File: config.mk
export PLATFORM = sky130hd
export DESIGN_NAME = ats_cell
export DESIGN_NICKNAME = d
export VERILOG_FILES = /design/src/hdl/ats_pkg.sv /design/src/hdl/ats_cell.sv
export SDC_FILE = /design/constraint.sdc
export NUM_CORES = 1
export LEC_CHECK = 0
export ABC_CLOCK_PERIOD_IN_PS = 800
export BUFFER_PORTS_ARGS = -buffer_cell sky130_fd_sc_hd__buf_2
export CORE_AREA = 2 2 115 117
export CTS_BUF_LIST = sky130_fd_sc_hd__clkbuf_16
export DETAILED_ROUTE_END_ITERATION = 16
export DIE_AREA = 0 0 117 119
export SLEW_MARGIN = 0
export SYNTH_ARGS = -nofsm -noshare
export SYNTH_HDL_FRONTEND = slang
export SYNTH_SLANG_ARGS = --single-unit
File: constraint.sdc
create_clock -name i_clk -period 0.8 [get_ports i_clk]
set_input_delay 0.2 -clock i_clk [delete_from_list [all_inputs] [get_ports i_clk]]
set_output_delay 0.2 -clock i_clk [all_outputs]
set_load 0.03 [all_outputs]
File: src/hdl/ats_pkg.sv
`timescale 1ns / 1ps

package ats_pkg;

    localparam int DEF_MAX_WINDOW = 64;
    localparam int PRICE_W        = 32;
    localparam int CFG_W          = 7;
    localparam int AGE_OUT_W      = 6;
    localparam int TREND_W        = 2;

    typedef logic [PRICE_W-1:0]          t_price;
    typedef logic [CFG_W-1:0]            t_cfg;
    typedef logic [AGE_OUT_W-1:0]        t_age_out;
    typedef logic signed [TREND_W-1:0]   t_trend;

    localparam t_cfg   CFG_RESET  = t_cfg'(14);
    localparam t_trend TREND_UP   = 2'sb01;
    localparam t_trend TREND_DOWN = 2'sb11;
    localparam t_trend TREND_FLAT = 2'sb00;

endpackage

File: src/hdl/ats_cell.sv
`timescale 1ns / 1ps

module ats_cell
    import ats_pkg::*;
#(
    parameter int MAX_WINDOW = DEF_MAX_WINDOW,
    parameter int INDEX      = 0,
    localparam int AGE_W     = $clog2(MAX_WINDOW),
    localparam int LEN_W     = $clog2(MAX_WINDOW + 1)
) (
    input  logic             i_clk,
    input  logic             i_rst_n,
    input  logic             i_shift,
    input  t_price           i_high,
    input  t_price           i_low,
    output t_price           o_high,
    output t_price           o_low,
    input  logic             i_adv,
    input  logic [LEN_W-1:0] i_len,
    input  logic             i_tok_valid,
    input  t_price           i_best_hi,
    input  t_price           i_best_lo,
    input  logic [AGE_W-1:0] i_age_hi,
    input  logic [AGE_W-1:0] i_age_lo,
    output logic             o_tok_valid,
    output t_price           o_best_hi,
    output t_price           o_best_lo,
    output logic [AGE_W-1:0] o_age_hi,
    output logic [AGE_W-1:0] o_age_lo
);

    localparam bit IS_HEAD = (INDEX == 0);

    t_price             r_high;
    t_price             r_low;
    logic               r_tok_valid;
    t_price             r_best_hi;
    t_price             r_best_lo;
    logic [AGE_W-1:0]   r_age_hi;
    logic [AGE_W-1:0]   r_age_lo;

    logic               w_active;
    logic               w_upd_hi;
    logic               w_upd_lo;
    t_price             n_best_hi;
    t_price             n_best_lo;
    logic [AGE_W-1:0]   n_age_hi;
    logic [AGE_W-1:0]   n_age_lo;

    // older equal values win: scan runs newest to oldest and a later cell takes a tie
    always_comb begin
        w_active  = (LEN_W'(INDEX) < i_len);
        w_upd_hi  = IS_HEAD || (w_active && (r_high >= i_best_hi));
        w_upd_lo  = IS_HEAD || (w_active && (r_low <= i_best_lo));
        n_best_hi = w_upd_hi ? r_high : i_best_hi;
        n_best_lo = w_upd_lo ? r_low : i_best_lo;
        n_age_hi  = w_upd_hi ? AGE_W'(INDEX) : i_age_hi;
        n_age_lo  = w_upd_lo ? AGE_W'(INDEX) : i_age_lo;
    end

    always_ff @(posedge i_clk) begin
        if (i_shift) begin
            r_high <= i_high;
            r_low  <= i_low;
        end
    end

    always_ff @(posedge i_clk) begin
        if (!i_rst_n) begin
            r_tok_valid <= 1'b0;
        end else if (i_adv) begin
            r_tok_valid <= i_tok_valid;
        end
    end

    always_ff @(posedge i_clk) begin
        if (i_adv) begin
            r_best_hi <= n_best_hi;
            r_best_lo <= n_best_lo;
            r_age_hi  <= n_age_hi;
            r_age_lo  <= n_age_lo;
        end
    end

    assign o_high      = r_high;
    assign o_low       = r_low;
    assign o_tok_valid = r_tok_valid;
    assign o_best_hi   = r_best_hi;
    assign o_best_lo   = r_best_lo;
    assign o_age_hi    = r_age_hi;
    assign o_age_lo    = r_age_lo;

endmodule
==> results.md <==
Clock network:
- The buffer depth of the longest clock path is 2.
- The CTS tree is yes.
- Counting every sink on the clock net gives 129.
- The clock tree synthesis step divided the H-tree into 4 levels.
- The clock reaches the later pin of the worst-skew pair after 0.41 ns.
- The number of clock buffers inserted by TritonCTS is 17.
- In this run the clock root is driven by a clkbuf_16.
- The clock-pin slew on the worst setup and hold paths is 0.06 ns.

GRT:
- Global routing finished with a remaining overflow of 0.
- Entering global routing, the biggest net connects 37 pins.
- In the global route stage, overall resource usage came out at 0.1520.
- The first global-routing pass estimated 15050 microns of wire.
- The initial antenna violation count is 0.
- The number of global-route vias before repair is between 2000 and 3000.

Power and ir drop:
- The static leakage power is about 3.1 nW.
- Total power for the finished layout comes to between 15 and 20 mW.
- For this design the ratio of total power to cell area is 2509 nW/um^2.
- The worst-case IR drop observed on VDD is between 1.5 and 2 mV.

Drt:
- In the detailed route, the total length drawn on met3 is 1153 microns.
- The number of DRC violations after detailed-routing iteration 0 is 149.
- The sum of routed wire length over all layers is 10470 microns.
- The wire length on met1 is about 3800 microns.
- The count of unresolved DRC violations after routing is 0.
- The routed design uses 5305 microns of met2 wire.
- The detail route stage leaves a number of antenna-violating nets equal to 0.
- The uppermost layer routed is met4.
- The first detailed-routing pass ran for 4 iterations.
- The average wire per cell in the routed design is 16.16 microns.
- The number of vias per cell is 3.960.
- The total via count in the routed design is between 2000 and 3000.

Flow run:
- Across the run, the number of max-cap violations was 0.

STA:
- Setup repair after global routing could not meet its margin everywhere.
- The clock tree skew after final layout is between 0.003 and 0.004 ns.
- The smallest clock period supported by the final layout is computed as between 1 and 1.5 ns.
- The number of hold-slack violations in the final timing report is 0.
- The maximum clock frequency is 819.2 MHz.
- The max-slew violation count is 0.
- The final number of setup-violating endpoints is around 140.
- The share of the clock period used by the worst path after layout is 1.526.
- After layout, the worst setup slack is -0.4206 ns.

Logic synthesis:
- The warning count from the yosys run is 0.
- The number of synthesized register bits is ~130.
- After synthesis, the netlist uses 6 different library cells.
- The synthesized area is 3974 sq um.
- For this run, the register share of the synthesized area comes to 0.9723.
- A synthesized cell averages 27.60 sq um.
- Synthesis produced a netlist whose cell count is 144.

Worst setup path:
- The worst setup path is captured at a primary output.
- The largest incremental delay on the critical path is 0.43 ns.
- Of all nets on the critical path, the largest fanout is 2.
- The count of buffer and inverter cells on the critical path is 1.
- The worst setup path is launched from a flop.
- Walking the worst path, the cells encountered are buf_6.
- The category of the critical setup timing path is flop to primary output.
- The category of cells accounting for the largest share of critical-path delay is flip-flops.
- Data on the critical path is required at its endpoint by approximately 0.60 ns.
- Data on the critical path arrives at its endpoint at 1.02 ns.
- The cell at the slowest stage of the critical path is edfxtp_1.

Placement:
- The number of port buffers is around 200.
- The detailed placer's ending HPWL is 6190 microns.
- At the end of routability-driven placement, the weighted congestion stood at 0.7073.
- The number of placed instances with taps included is about 520.

Layout:
- The number of non-filler instances in the completed layout is 648.
- The area growth from synthesis to layout is 89.45%.
- The layout cell share with drive strength beyond 1 is 0.5593.
- The number of antenna diodes in the final layout is 0.
- After the last flow step, the layout net total stands at about 610.

Die:
- Row generation in the floorplan step produced 42 rows.
- The count of boundary I/O pins is 293.
- Measured along the x axis, the die boundary spans 117 microns.
- In this run the standard cell core region covers 12870 sq um.
- The initial standard-cell utilization of the core is 0.3086.
- The die covers 13920 sq um.
- The die height is 119 microns.

Outcome:
- The flow ran to the end, but the final reports show violations.
- The checks that failed: setup timing.

Hold path:
- The worst hold path belongs to the class input port to flop.
==> metal layers <==
layer | up-vias | track usage
met2 | 142 | 0.2533
met1 | 1222 | 0.1541
met4 | 0 | 0.05809
li1 | 1182 | -
met5 | - | 0
met3 | 20 | 0.09109
==> worst paths after layout <==
check | start | to | slack [ns] | cells after the start
max | o_low[14] | o_low[14] | -0.42 | 1
min reg2reg | o_low[23] | o_best_lo[23] | 0.47 | 0
max reg2reg | o_high[3] | o_best_hi[3] | -0.11 | 2
min | i_tok_valid | o_tok_valid | 0.06 | 3
==> timing repair <==
| item | 4_1_cts | 5_1_grt |
|---|---|---|
| resized for setup | 260 | 4 |
| endpoints found under the hold margin | 65 | 0 |
| setup buffers | 17 | 18 |
| cloned | 0 | 0 |
| hold buffers | 65 | 0 |
| endpoints found under the setup margin | 129 | 145 |
==> cell type report <==
cell class	count	area, sq um
fill	970	5346
sequential	129	3865
clock buffer	17	425.4
multi-input combinational	14	61.31
tap	176	220.2
clock inverter	15	168.9
timing repair buffer	297	2788
==> through the flow <==
stage	hold slack, ns	util	area (sq um)	TNS (ns)	worst slack (ns)
final	0.06413	0.5847	7528	-47.24	-0.4206
after global routing	0.08399	0.5847	7528	-53.09	-0.4580
after CTS	0.06390	0.5766	7423	-50.28	-0.4457
after detailed placement	0.3781	0.4069	5239	-13.38	-0.1699
after global placement	0.3769	0.4069	5239	-11.47	-0.1224
after floorplan	0.2989	-	4015	-1.436	-0.02243
==> synth_stat cells (all sizes together) <==
master	instances	area (sq um)
conb	1	3.750
nor2b	1	6.260
dfxtp	1	20.02
mux2i	1	10.01
buf	12	90.09
edfxtp	128	3844
==> sequential cells by signal, summed over array words and instances, names as in the netlist <==
| name | flops |
|---|---|
| o_best_hi | 32 |
| o_low | 32 |
| o_best_lo | 32 |
| o_high | 32 |
| o_tok_valid | 1 |
==> cells by family after synthesis <==
logic type / after synthesis / synth area share
buffers and inverters: 12 / 0.02267
muxes: 1 / 0.002519
other: 1 / 0.0009437
and+or+nand+nor: 1 / 0.001575
DFF: 129 / 0.9723
==> cell usage in the layout (no fill, tap or decap) <==
cell,n
buf_4,25
dfxtp_2,1
clkinv_2,3
buf_12,5
bufinv_16,3
edfxtp_1,128
clkbuf_16,17
mux2i_1,1
buf_2,68
clkinv_1,1
conb_1,12
dlygate4sd3_1,65
buf_6,134
clkinvlp_4,8
nor2b_1,1
==> where the power goes <==
group | internal [mW] | switching (mW)
Sequential | 8.04 | 0.301
Combinational | 1.37 | 1.53
Clock | 4.85 | 2.80
Total | 14.3 | 4.63
Note: power is estimated with default switching activity, not from simulation.
